## src/hw/rtl/spr_pkg.sv

```systemverilog
// shared types, constants and register codes of the stream pattern replacer
package spr_pkg;

    localparam int MAX_PATTERN_DEF = 8;
    localparam int MAX_REPL        = 8;
    localparam int MAX_RESULTS     = 8;
    localparam int RUN_CNT_W       = $clog2(MAX_RESULTS + 1);
    localparam int RUN_IDX_W       = $clog2(MAX_RESULTS);
    localparam int APB_ADDR_W      = 5;
    localparam int APB_DATA_W      = 64;
    localparam int LEN_W           = 4;

    typedef enum logic [1:0] {
        REG_PATTERN_BYTES      = 2'd0,
        REG_PATTERN_LENGTH     = 2'd1,
        REG_REPLACEMENT_BYTES  = 2'd2,
        REG_REPLACEMENT_LENGTH = 2'd3
    } spr_reg_idx_t;

    typedef struct packed {
        logic [63:0]      pattern_bytes;
        logic [LEN_W-1:0] pattern_length;
        logic [63:0]      replacement_bytes;
        logic [LEN_W-1:0] replacement_length;
    } spr_cfg_t;

    // result list caused by one input byte
    typedef struct packed {
        logic [MAX_RESULTS-1:0][7:0] bytes;
        logic [RUN_CNT_W-1:0]        count;
        logic                        has_byte;
        logic                        done;
    } spr_run_t;

endpackage

```

## src/hw/rtl/spr_cfg_regs.sv

```systemverilog
// apb configuration registers: pattern, replacement and their lengths
module spr_cfg_regs
    import spr_pkg::*;
(
    input  logic                  clk,
    input  logic                  rst_n,
    input  logic                  psel,
    input  logic                  penable,
    input  logic                  pwrite,
    input  logic [APB_ADDR_W-1:0] paddr,
    input  logic [APB_DATA_W-1:0] pwdata,
    output logic [APB_DATA_W-1:0] prdata,
    output logic                  pready,
    output spr_cfg_t              cfg
);

    logic [63:0]      pattern_bytes_reg;
    logic [LEN_W-1:0] pattern_length_reg;
    logic [63:0]      replacement_bytes_reg;
    logic [LEN_W-1:0] replacement_length_reg;
    logic             wr_en;
    spr_reg_idx_t     reg_idx;

    assign pready  = 1'b1;
    assign wr_en   = psel && penable && pwrite;
    assign reg_idx = spr_reg_idx_t'(paddr[APB_ADDR_W-1:3]);

    always_ff @(posedge clk or negedge rst_n)
    begin
        if (!rst_n)
        begin
            pattern_bytes_reg      <= '0;
            pattern_length_reg     <= '0;
            replacement_bytes_reg  <= '0;
            replacement_length_reg <= '0;
        end
        else if (wr_en)
        begin
            case (reg_idx)
                REG_PATTERN_BYTES:      pattern_bytes_reg      <= pwdata[63:0];
                REG_PATTERN_LENGTH:     pattern_length_reg     <= pwdata[LEN_W-1:0];
                REG_REPLACEMENT_BYTES:  replacement_bytes_reg  <= pwdata[63:0];
                REG_REPLACEMENT_LENGTH: replacement_length_reg <= pwdata[LEN_W-1:0];
                default:                pattern_bytes_reg      <= pattern_bytes_reg;
            endcase
        end
    end

    always_comb
    begin
        case (reg_idx)
            REG_PATTERN_BYTES:      prdata = APB_DATA_W'(pattern_bytes_reg);
            REG_PATTERN_LENGTH:     prdata = APB_DATA_W'(pattern_length_reg);
            REG_REPLACEMENT_BYTES:  prdata = APB_DATA_W'(replacement_bytes_reg);
            REG_REPLACEMENT_LENGTH: prdata = APB_DATA_W'(replacement_length_reg);
            default:                prdata = '0;
        endcase
    end

    assign cfg.pattern_bytes      = pattern_bytes_reg;
    assign cfg.pattern_length     = pattern_length_reg;
    assign cfg.replacement_bytes  = replacement_bytes_reg;
    assign cfg.replacement_length = replacement_length_reg;

endmodule

```

## src/hw/rtl/spr_window.sv

```systemverilog
// sliding window, pattern compare and result list for one input byte
module spr_window
    import spr_pkg::*;
#(
    parameter int MAX_PATTERN = MAX_PATTERN_DEF
)
(
    input  logic       clk,
    input  logic       rst_n,
    input  spr_cfg_t   cfg,
    input  logic       step,
    input  logic [7:0] data_byte,
    input  logic       stream_end,
    output spr_run_t   run,
    output logic       run_load
);

    localparam int FILL_W = $clog2(MAX_PATTERN + 1);
    localparam logic [FILL_W-1:0] FILL_MAX = FILL_W'(MAX_PATTERN);

    logic [MAX_PATTERN-1:0][7:0] window_reg;
    logic [MAX_PATTERN-1:0][7:0] window_next;
    logic [FILL_W-1:0]           fill_reg;
    logic [FILL_W-1:0]           fill_next;

    logic [MAX_PATTERN-1:0][7:0] w;
    logic [FILL_W-1:0]           fill0;
    logic [FILL_W-1:0]           fill1;
    logic [FILL_W-1:0]           plen;
    logic [RUN_CNT_W-1:0]        rlen;
    logic [FILL_W-1:0]           drain;
    logic                        eq;
    logic                        match;
    spr_run_t                    res;

    always_comb
    begin
        fill0 = (fill_reg >= FILL_MAX) ? FILL_MAX - 1'b1 : fill_reg;
        fill1 = fill0 + 1'b1;
        for (int i = 0; i < MAX_PATTERN; i++)
        begin
            w[i] = (FILL_W'(i) == fill0) ? data_byte : window_reg[i];
        end

        plen = (cfg.pattern_length > LEN_W'(MAX_PATTERN)) ? FILL_MAX
             : cfg.pattern_length[FILL_W-1:0];
        rlen = (cfg.replacement_length > LEN_W'(MAX_REPL)) ? RUN_CNT_W'(MAX_REPL)
             : RUN_CNT_W'(cfg.replacement_length);

        eq = 1'b1;
        for (int i = 0; i < MAX_PATTERN; i++)
        begin
            if ((FILL_W'(i) < plen) && (w[i] != cfg.pattern_bytes[8*i +: 8]))
            begin
                eq = 1'b0;
            end
        end
        match = (plen != '0) && (fill1 == plen) && eq;

        // number of oldest window bytes that leave in this step
        if (plen == '0)
        begin
            drain = fill1;
        end
        else if (fill1 > plen)
        begin
            drain = fill1 - plen + 1'b1;
        end
        else if ((fill1 == plen) && !match)
        begin
            drain = FILL_W'(1);
        end
        else
        begin
            drain = '0;
        end
        if (stream_end && !match)
        begin
            drain = fill1;
        end

        fill_next = (match || stream_end) ? '0 : fill1 - drain;

        for (int i = 0; i < MAX_PATTERN; i++)
        begin
            window_next[i] = '0;
            for (int d = 0; d < MAX_PATTERN - i; d++)
            begin
                if (drain == FILL_W'(d))
                begin
                    window_next[i] = w[i + d];
                end
            end
        end

        for (int k = 0; k < MAX_RESULTS; k++)
        begin
            res.bytes[k] = match ? cfg.replacement_bytes[8*k +: 8] : 8'd0;
        end
        if (!match)
        begin
            for (int k = 0; k < MAX_PATTERN; k++)
            begin
                res.bytes[k] = w[k];
            end
        end
        res.count    = match ? rlen : RUN_CNT_W'(drain);
        res.has_byte = 1'b1;
        res.done     = stream_end;
        // bare end marker when the final byte leaves nothing to send
        if (stream_end && (res.count == '0))
        begin
            res.count    = RUN_CNT_W'(1);
            res.has_byte = 1'b0;
            res.bytes    = '0;
        end
    end

    always_ff @(posedge clk or negedge rst_n)
    begin
        if (!rst_n)
        begin
            window_reg <= '0;
            fill_reg   <= '0;
        end
        else if (step)
        begin
            window_reg <= window_next;
            fill_reg   <= fill_next;
        end
    end

    assign run      = res;
    assign run_load = step && (res.count != '0);

    a_fill_bound: assert property (@(posedge clk) disable iff (!rst_n)
        fill_reg <= FILL_MAX - 1'b1)
        else $error("window fill exceeds pattern depth minus one");

    a_end_clears: assert property (@(posedge clk) disable iff (!rst_n)
        step && stream_end |=> fill_reg == '0)
        else $error("window not empty after stream end");

endmodule

```

## src/hw/rtl/spr_out_seq.sv

```systemverilog
// result list buffer and output register, one result per transfer
module spr_out_seq
    import spr_pkg::*;
(
    input  logic       clk,
    input  logic       rst_n,
    input  spr_run_t   run,
    input  logic       run_load,
    output logic       free,
    output logic       out_valid,
    input  logic       out_ready,
    output logic [7:0] out_byte,
    output logic       has_byte,
    output logic       run_last,
    output logic       stream_done
);

    spr_run_t             run_reg;
    logic [RUN_IDX_W-1:0] idx_reg;
    logic                 busy_reg;
    logic                 out_valid_reg;
    logic [7:0]           out_byte_reg;
    logic                 has_byte_reg;
    logic                 run_last_reg;
    logic                 stream_done_reg;

    logic                 load_out;
    logic                 last_entry;

    assign load_out   = busy_reg && (!out_valid_reg || out_ready);
    assign last_entry = (RUN_CNT_W'(idx_reg) + 1'b1) == run_reg.count;
    // a new list may enter once the last entry of the current one moves out
    assign free       = !busy_reg || (load_out && last_entry);

    always_ff @(posedge clk or negedge rst_n)
    begin
        if (!rst_n)
        begin
            busy_reg <= 1'b0;
            idx_reg  <= '0;
        end
        else if (run_load)
        begin
            busy_reg <= 1'b1;
            idx_reg  <= '0;
        end
        else if (load_out)
        begin
            if (last_entry)
            begin
                busy_reg <= 1'b0;
            end
            else
            begin
                idx_reg <= idx_reg + 1'b1;
            end
        end
    end

    always_ff @(posedge clk)
    begin
        if (run_load)
        begin
            run_reg <= run;
        end
    end

    always_ff @(posedge clk or negedge rst_n)
    begin
        if (!rst_n)
        begin
            out_valid_reg <= 1'b0;
        end
        else if (load_out)
        begin
            out_valid_reg <= 1'b1;
        end
        else if (out_ready)
        begin
            out_valid_reg <= 1'b0;
        end
    end

    always_ff @(posedge clk)
    begin
        if (load_out)
        begin
            out_byte_reg    <= run_reg.bytes[idx_reg];
            has_byte_reg    <= run_reg.has_byte;
            run_last_reg    <= last_entry;
            stream_done_reg <= last_entry && run_reg.done;
        end
    end

    assign out_valid   = out_valid_reg;
    assign out_byte    = out_byte_reg;
    assign has_byte    = has_byte_reg;
    assign run_last    = run_last_reg;
    assign stream_done = stream_done_reg;

    a_idx_in_list: assert property (@(posedge clk) disable iff (!rst_n)
        busy_reg |-> (RUN_CNT_W'(idx_reg) < run_reg.count))
        else $error("result index past end of list");

    a_no_overwrite: assert property (@(posedge clk) disable iff (!rst_n)
        run_load |-> free)
        else $error("result list loaded while previous one pending");

    a_done_is_last: assert property (@(posedge clk) disable iff (!rst_n)
        out_valid_reg && stream_done_reg |-> run_last_reg)
        else $error("stream done on a result that is not last of its byte");

endmodule

```

## src/hw/rtl/stream_pattern_replace_top.sv

```systemverilog
// Streaming find-and-replace over a byte stream, top level.
//
// Input channel (in_valid/in_ready) carries one byte and a stream_end flag
// per transfer. Output channel (out_valid/out_ready) carries one result per
// transfer: out_byte, has_byte, run_last on the last result caused by an
// input byte, stream_done on the last result of a stream. A match of the
// configured pattern emits the replacement bytes; other bytes pass through
// once the window is full. A byte may cause zero to eight results.
// The results of a byte pass through the result list buffer and then the
// output register. Throughput: one result per cycle through the output
// register while the receiver takes them; a byte with several results
// holds the input until its last result moves out, since the result list
// buffer takes a new list only as its last entry leaves.
// Bytes that cause no result are taken one per cycle while in_ready is high.
// Configuration is an apb port with 64-bit registers at 8-byte steps. The
// user must write it only while the block is idle; the block does not
// enforce this. Reset clears the window, the registers and all valid flags;
// no clearing pass is needed. A stalled receiver holds the output register
// and, once the list buffer is full, drops in_ready.
module stream_pattern_replace_top
    import spr_pkg::*;
#(
    parameter int MAX_PATTERN = MAX_PATTERN_DEF
)
(
    input  logic                  clk,
    input  logic                  rst_n,
    input  logic                  psel,
    input  logic                  penable,
    input  logic                  pwrite,
    input  logic [APB_ADDR_W-1:0] paddr,
    input  logic [APB_DATA_W-1:0] pwdata,
    output logic [APB_DATA_W-1:0] prdata,
    output logic                  pready,
    input  logic                  in_valid,
    output logic                  in_ready,
    input  logic [7:0]            data_byte,
    input  logic                  stream_end,
    output logic                  out_valid,
    input  logic                  out_ready,
    output logic [7:0]            out_byte,
    output logic                  has_byte,
    output logic                  run_last,
    output logic                  stream_done
);

    spr_cfg_t cfg;
    spr_run_t run;
    logic     run_load;
    logic     free;
    logic     step;

    assign in_ready = free;
    assign step     = in_valid && free;

    spr_cfg_regs u_cfg_regs (
        .clk     (clk),
        .rst_n   (rst_n),
        .psel    (psel),
        .penable (penable),
        .pwrite  (pwrite),
        .paddr   (paddr),
        .pwdata  (pwdata),
        .prdata  (prdata),
        .pready  (pready),
        .cfg     (cfg)
    );

    spr_window #(
        .MAX_PATTERN (MAX_PATTERN)
    ) u_window (
        .clk        (clk),
        .rst_n      (rst_n),
        .cfg        (cfg),
        .step       (step),
        .data_byte  (data_byte),
        .stream_end (stream_end),
        .run        (run),
        .run_load   (run_load)
    );

    spr_out_seq u_out_seq (
        .clk         (clk),
        .rst_n       (rst_n),
        .run         (run),
        .run_load    (run_load),
        .free        (free),
        .out_valid   (out_valid),
        .out_ready   (out_ready),
        .out_byte    (out_byte),
        .has_byte    (has_byte),
        .run_last    (run_last),
        .stream_done (stream_done)
    );

endmodule

```

## config.mk

```make
export PLATFORM = sky130hd
export DESIGN_NAME = stream_pattern_replace_top
export DESIGN_NICKNAME = d
export VERILOG_FILES = /design/src/hw/rtl/spr_pkg.sv /design/src/hw/rtl/spr_cfg_regs.sv /design/src/hw/rtl/spr_window.sv /design/src/hw/rtl/spr_out_seq.sv /design/src/hw/rtl/stream_pattern_replace_top.sv
export SDC_FILE = /design/constraint.sdc
export NUM_CORES = 1
export LEC_CHECK = 0
export ABC_AREA = 1
export BUFFER_PORTS_ARGS = -buffer_cell sky130_fd_sc_hd__buf_4
export CAP_MARGIN = 30
export CORE_UTILIZATION = 50
export CTS_BUF_LIST = sky130_fd_sc_hd__clkbuf_8 sky130_fd_sc_hd__clkbuf_16
export DETAILED_ROUTE_END_ITERATION = 6
export PLACE_DENSITY = 0.72
export RECOVER_POWER = 100
export SYNTH_ARGS = -nofsm -noshare
export SYNTH_HDL_FRONTEND = slang
export SYNTH_SLANG_ARGS = --single-unit
```

## constraint.sdc

```tcl
create_clock -name clk -period 4.6 [get_ports clk]
set_clock_uncertainty 0.1 [all_clocks]
set_input_delay 0.23 -clock clk [delete_from_list [all_inputs] [get_ports clk]]
set_output_delay 0.23 -clock clk [all_outputs]
set_load 0.005 [all_outputs]
```

## After elaboration in Yosys (flattened, before gate mapping)

Cells that the tools add are included.

| word-level totals | value |
|---|---|
| register bits after elaboration | 290 |
| input port bits | 85 |
| output and inout port bits | 78 |
| word-level logic and storage cells | 194 |

| operators by class | value |
|---|---|
| $add $sub $neg | 6 |
| order comparisons | 13 |
| eq/ne operators | 28 |
| mux-type cells | 74 |
| reductions and logical operators | 42 |

Operators by type and width:

| operator | number |
|---|---|
| two-way mux 8 bit | 45 |
| case mux 64 bit (4 select lines) | 1 |
| two-way mux 64 bit | 1 |
| != test 8 bit | 8 |
| two-way mux 4 bit | 8 |
| binary-select mux 8 bit (select 3 bit) | 1 |
| logical AND 1 bit | 20 |
| == test 3 x 4 -> 1 bit, first input constant | 4 |
| == test 4 x 3 -> 1 bit, second input constant | 4 |
| logical NOT 4 bit | 4 |
| less-than comparator 3 x 4 -> 1 bit, first input constant | 4 |
| two-way mux 1 bit | 14 |
| AND reduction 2 bit | 6 |
| two-way mux 3 bit | 3 |
| adder 4 x 1 -> 4 bit, second input constant | 2 |
| == test 2 x 4 -> 1 bit, first input constant | 2 |
| == test 4 x 2 -> 1 bit, second input constant | 2 |
| == test 4 bit | 2 |
| greater-than comparator 4 bit, second input constant | 2 |
| less-than comparator 1 x 4 -> 1 bit, first input constant | 2 |
| less-than comparator 2 x 4 -> 1 bit, first input constant | 2 |
| nonzero test 4 bit | 2 |
| subtractor 4 bit | 2 |
| nonzero test 2 bit | 3 |
| other kinds (14) | 19 |

## Depth between registers and ports, before layout

| logic depth | value |
|---|---|
| word-level depth | 30 |
| depth in mapped cells | 32 |
| mapped depth without buffers | 28 |

## By module

A second synthesis with hierarchy kept.

| unflattened totals | value |
|---|---|
| cell total of the unflattened synthesis | 2727 |
| area total of the unflattened synthesis | 18362.6 um^2 |

By module, submodules not included:

| module | instances | cells an instance | area an instance (um^2) | sequential area each (um^2) |
|---|---|---|---|---|
| spr_window | 1 | 1682 | 8917.3 | 1701.6 |
| spr_cfg_regs | 1 | 807 | 6053.3 | 3403.3 |
| spr_out_seq | 1 | 236 | 3384.5 | 2557.5 |
| stream_pattern_replace_top | 1 | 2 | 7.5 | 0.0 |

## Least setup slack after synthesis

No wires, ideal clock.

| timing | value |
|---|---|
| kind | reg2reg |
| start point | register u_window.fill_reg[2] |
| end point | register u_out_seq.run_reg[0] in the netlist's numbering, enable pin |
| setup time | 0.426 ns |
| arrival | 4.523 ns |
| required time | 4.074 ns |
| path slack | -0.450 ns |
| cell stages (with the launch flop) | 25 |
| buffers on the path | 4 |
| period minus slack after synthesis | 5.050 ns |
| cells stage by stage | dfrtp_1 > buf_4 > nor2_1 > clkbuf_1 > inv_1 > ha_1 > buf_2 > o21ai_1 > xor2_1 > nor3_1 > nand2_1 > nand2_1 > nand3_1 > nor2_1 > nand2_1 > buf_6 > a21oi_1 > nand2_2 > nand2_4 > a21oi_2 > nand2_1 > nor3_2 > nand2_1 > nand2_1 > inv_1 |

| on the way | value |
|---|---|
| word-level cells in the longest chain between the ends | 27 |

Ends and longest elaborated chain:

| what | line | RTL |
|---|---|---|
| start, declared | spr_window.sv:23 | `logic [FILL_W-1:0] fill_reg;` |
| start signal, assigned | spr_window.sv:129 | `fill_reg <= fill_next;` |
| >= comparator 4 bit | spr_window.sv:38 | `fill0 = (fill_reg >= FILL_MAX) ? FILL_MAX - 1'b1 : fill_reg;` |
| two-way mux 4 bit (*) | spr_window.sv:38 |  |
| logical NOT 4 bit | spr_window.sv:42 | `w[i] = (FILL_W'(i) == fill0) ? data_byte : window_reg[i];` |
| two-way mux 8 bit | spr_window.sv:42 |  |
| != test 8 bit | spr_window.sv:53 | `if ((FILL_W'(i) < plen) && (w[i] != cfg.pattern_bytes[8*i +: 8]))` |
| logical AND 1 bit | spr_window.sv:53 |  |
| two-way mux 1 bit (8 in series) | spr_window.sv:53 |  |
| logical AND 1 bit | spr_window.sv:58 | `match = (plen != '0) && (fill1 == plen) && eq;` |
| [5 not listed] | n/a |  |
| two-way mux 4 bit | spr_window.sv:77 | `if (stream_end && !match)` |
| two-way mux 4 bit (*) | spr_window.sv:107 | `res.count = match ? rlen : RUN_CNT_W'(drain);` |
| logical NOT 4 bit | spr_window.sv:111 | `if (stream_end && (res.count == '0))` |
| logical AND 1 bit | spr_window.sv:111 |  |
| two-way mux 5 bit (*) | spr_window.sv:111 |  |
| nonzero test 4 bit (*) | spr_window.sv:134 | `assign run_load = step && (res.count != '0);` |
| logical AND 1 bit (*) | spr_window.sv:134 |  |
| net run_load | stream_pattern_replace_top.sv:49 | `logic run_load;` |
| end signal, assigned | spr_out_seq.sv:64 | `run_reg <= run;` |
| end, declared | spr_out_seq.sv:18 | `spr_run_t run_reg;` |

Mark *: on every way through the listed nets, which the timed path passes. The rest lies on a longest branch.
A chain may end at the register's enable or synchronous reset.

## Worst setup path in the final report

| timing | value |
|---|---|
| start point | register u_window.fill_reg[1] |
| end point | register u_window.window_reg[23] in the netlist's numbering |

| on the way | value |
|---|---|
| word-level cells in the longest chain between the ends | 28 |

Ends and longest elaborated chain:

| what | line | RTL |
|---|---|---|
| >= comparator 4 bit | spr_window.sv:38 |  |
| two-way mux 4 bit (*) | spr_window.sv:38 |  |
| logical NOT 4 bit | spr_window.sv:42 |  |
| two-way mux 8 bit | spr_window.sv:42 |  |
| != test 8 bit | spr_window.sv:53 |  |
| logical AND 1 bit | spr_window.sv:53 |  |
| two-way mux 1 bit (8 in series) | spr_window.sv:53 |  |
| logical AND 1 bit | spr_window.sv:58 |  |
| logical NOT 1 bit | spr_window.sv:69, spr_window.sv:77 |  |
| logical AND 1 bit | spr_window.sv:69 | `else if ((fill1 == plen) && !match)` |
| two-way mux 1 bit | spr_window.sv:69 |  |
| two-way mux 4 bit | spr_window.sv:65 | `else if (fill1 > plen)` |
| two-way mux 4 bit | spr_window.sv:61 | `if (plen == '0)` |
| two-way mux 4 bit | spr_window.sv:77 |  |
| logical NOT 4 bit | spr_window.sv:89 | `if (drain == FILL_W'(d))` |
| two-way mux 8 bit (5 in series) | spr_window.sv:89 |  |
| two-way mux 8 bit (*) | spr_window.sv:89 |  |
| end signal, assigned | spr_window.sv:128 | `window_reg <= window_next;` |
| end, declared | spr_window.sv:21 | `logic [MAX_PATTERN-1:0][7:0] window_reg;` |

Every way passes the cells marked *; elsewhere a longest branch is shown, timed or not.

==> out/results.tsv <==
stage	metric	value	unit
yosys	EDFF count, synth	81	
yosys	flops & latches, synth	290	
route	Iteration-0 DRC Markers	1982	
die	Die H	190	um
critical_path	Most common cell on crit path	nand2_1	
critical_path	Critical Path Fanout Max	24	
yosys	commonest register cell after synthesis	dfrtp_1	
route	ANT nets after route	0	
job	Max Cap Violations	4	
placement	hpwl dp	52700	um
yosys	Async SR Flop Fraction	72.1	%
pwr	total chip power	15200	uW
finish	fillcell total	3129	
pwr	maximum vdd drop	0.657	mV
finish	Total Nets Final	2850	
global_route	vias in the first global route	17600	
cts	CTS tree	yes	
finish	Layout Cells excl Fill	3229	
cts	TritonCTS Buffers	34	
sta	Setup Viol. Count Final	0	
yosys	Mapped Area	17700	um^2
sta	setup tns final	0	ns
yosys	syn avg cell area	7.07	um^2
global_route	largest net degree at the start of global routing	79	
finish	Synth-to-Final Area Change	22.4	%
sta	fin. max-slew vios	233	
cts	clock sink count	290	
cts	CTS max path bufs	3	
finish	FF+latch area	7660	um^2
finish	share of cells above drive strength 1	13.5	%
global_route	All-Layer GR Usage	40.0	%
sta	Final Hold Viols	0	
sta	worst rel slew slack	-149	%
sta	min Tclk post-route	4.37	ns
global_route	total gr overflow	0	
pwr	power per cell area	700	nW/um^2
outcome	failing checks	max-capacitance violations, max-slew violations	
pwr	LEAKAGE	0.0110	uW
cts	CTS clk-pin slew, worst paths	0.06	ns
critical_path	Crit-path slowest cell	buf_2	
global_route	antenna violations before repair	1	
route	WL per Instance	22.2	um
outcome	status	finished with violations	
finish	max reg flops	70	
die	chip width	190	um
critical_path	Worst Path Required	4.97	ns
placement	dpl cells	3098	
sta	unrepaired setup endpoints after global routing	false	
route	First-pass DRT Iterations	6	
cts	Root Buffer	clkbuf_16	
critical_path	type of origin of the critical path	flip-flop	
placement	number of I/O port buffers	158	
route	DR vias	18500	
critical_path	Crit Path Class	flip-flop to flip-flop	
die	row count	68	
yosys	YS warnings	0	
yosys	Cells after Synth	2509	
die	full die area	36200	um^2
cts	H-tree levels	2	
die	Core Region	34700	um^2
sta	Slew @ Worst Pin	3.73	ns
global_route	first-pass GRT wire length	107000	um
sta	Max Clk Rate	229	MHz
cts	clock latency on the worst-skew pair	0.55	ns
critical_path	CP Capture Type	flip-flop	
critical_path	Crit path largest cell delay	0.47	ns
critical_path	Arr. time, crit path	4.74	ns
sta	post-route clock period utilization	95.1	%
die	Starting Density	51.1	%
die	I/O pin count	163	
route	vias per cell	5.73	
yosys	post-synthesis net count	2609	
route	WL final	71800	um
route	DRC Markers	0	
yosys	library cells used by synthesis	47	
placement	Routability Congestion	1.00	
hold_path	Min-Delay Path Class	input port to flip-flop	
finish	footprint of the multi-input gates	8000	um^2
yosys	post-synthesis sequential area ratio	43.2	%
[cell usage after synthesis (2+ instances only)]
cell type	count	area [um^2]
a21oi_1	59	295
ha_1	12	150
xnor2_1	2	17.5
nand4_1	68	425
a22oi_1	9	67.6
buf_4	8	60.1
o21ai_0	281	1410
buf_2	31	155
a31oi_1	8	50.1
nand2_4	2	22.5
xor2_1	13	114
nor2_2	3	18.8
o22ai_1	103	644
a211oi_1	2	15.0
nand2_2	11	68.8
o2111ai_1	2	17.5
edfxtp_1	81	2430
o21ai_1	19	95.1
inv_1	394	1480
nand2_1	771	2890
buf_6	5	56.3
inv_2	16	60.1
o211ai_1	2	15.0
dfrtp_1	209	5230
nand3_1	118	591
fa_1	3	60.1
o221ai_1	15	131
o21a_1	6	45.0
nor2_4	5	56.3
clkbuf_1	86	323
nor3_1	3	15.0
nand3_2	6	60.1
buf_1	6	22.5
nor2_1	137	514
[timing repair]
| action | in CTS | in global routing |
|---|---|---|
| hold buffers | 67 | 0 |
| resized for setup | 0 | 25 |
| setup buffers | 0 | 4 |
| endpoints found under the setup margin | 0 | 192 |
| endpoints found under the hold margin | 209 | 0 |
[layout make-up]
class	instances	share of cell area [%]
inverters	411	7.15
clock buffers	38	4.22
well taps	455	2.62
flip-flops and latches	290	35.3
multi-input cells	1672	36.9
clock inverters	21	0.749
repair buffers	341	13.1
diodes	1	0.0115
[power by group]
| group | internal [uW] | switching [uW] |
|---|---|---|
| registers | 3560 | 431 |
| clock network | 1550 | 1140 |
| logic | 2740 | 5790 |
| total | 7840 | 7360 |
[layer usage]
metal | share of wire, % | track usage, % | vias to the layer above
li1 | - | - | 8586
met1 | 41 | 52.9 | 8729
met2 | 44 | 62.3 | 978
met3 | 9.6 | 9.26 | 202
met4 | 5.3 | 17.8 | 0
met5 | 0 | 0 | -
[through the flow]
step	hold slack, ns	area, um^2	util, %	setup WS (ns)
2_1_floorplan	-0.166	17800	-	0.0280
3_3_place_gp	0.181	19900	57.2	0.199
3_5_place_dp	0.190	19900	57.3	0.131
4_1_cts	0.102	21700	62.4	0.0429
5_1_grt	0.173	21700	62.5	0.0152
6_report	0.141	21700	62.5	0.227
[worst max-delay path, delay by kind of cell (launching register included)]
family | cells | cell delay (ns)
AOI/OAI and AO/OA | 1 | 0.13
buffers and inverters | 4 | 1.04
DFF | 1 | 0.41
and+or+nand+nor | 22 | 2.58
[placed cells by master, fill, tap and decap left out, types with 11 or more instances in the layout]
master	Yosys	final
nand2_1	771	767
inv_1	394	398
o21ai_0	281	280
dfrtp_1	209	207
buf_4	8	174
nor2_1	137	133
nand3_1	118	117
o22ai_1	103	103
edfxtp_1	81	81
clkbuf_4	0	71
nand4_1	68	68
dlygate4sd3_1	0	67
a21oi_1	59	59
clkbuf_16	0	35
o21ai_1	19	18
o221ai_1	15	15
xor2_1	13	13
nand2_2	11	13
ha_1	12	11
[final timing paths]
kind | start | slack [ns] | to | cells past startpoint
worst max-delay path | u_window.fill_reg[1]$_DFFE_PN0P_ | 0.23 | u_window.window_reg[23]$_DFFE_PN0P_ | 27
worst min-delay path | in_valid | 0.14 | u_window.window_reg[4]$_DFFE_PN0P_ | 5
worst max register to register | u_window.fill_reg[1]$_DFFE_PN0P_ | 0.23 | u_window.window_reg[23]$_DFFE_PN0P_ | 27
worst min register to register | u_out_seq.run_reg[1]$_DFFE_PP_ | 0.32 | u_out_seq.has_byte$_DFFE_PP_ | 0
max in group asynchronous | rst_n | 0.61 | u_window.window_reg[18]$_DFFE_PN0P_ | 3
min in group asynchronous | rst_n | 1.52 | u_out_seq.out_valid$_DFFE_PN0P_ | 2
[logic make-up (layout without fill, tap and decap cells)]
logic type               count (synthesis)  in the layout  synth area share, %
other                                    1              2               0.0211
AND/OR/NAND/NOR                       1131           1131                 26.8
adder cells (fa/ha/maj)                 15             15                 1.19
XOR/XNOR                                15             15                0.741
flip-flops                             290            290                 43.2
buffers and inverters                  547            811                 12.2
AO/OA/AOI/OAI                          510            510                 15.9
Power figures use the tool's default switching activity.
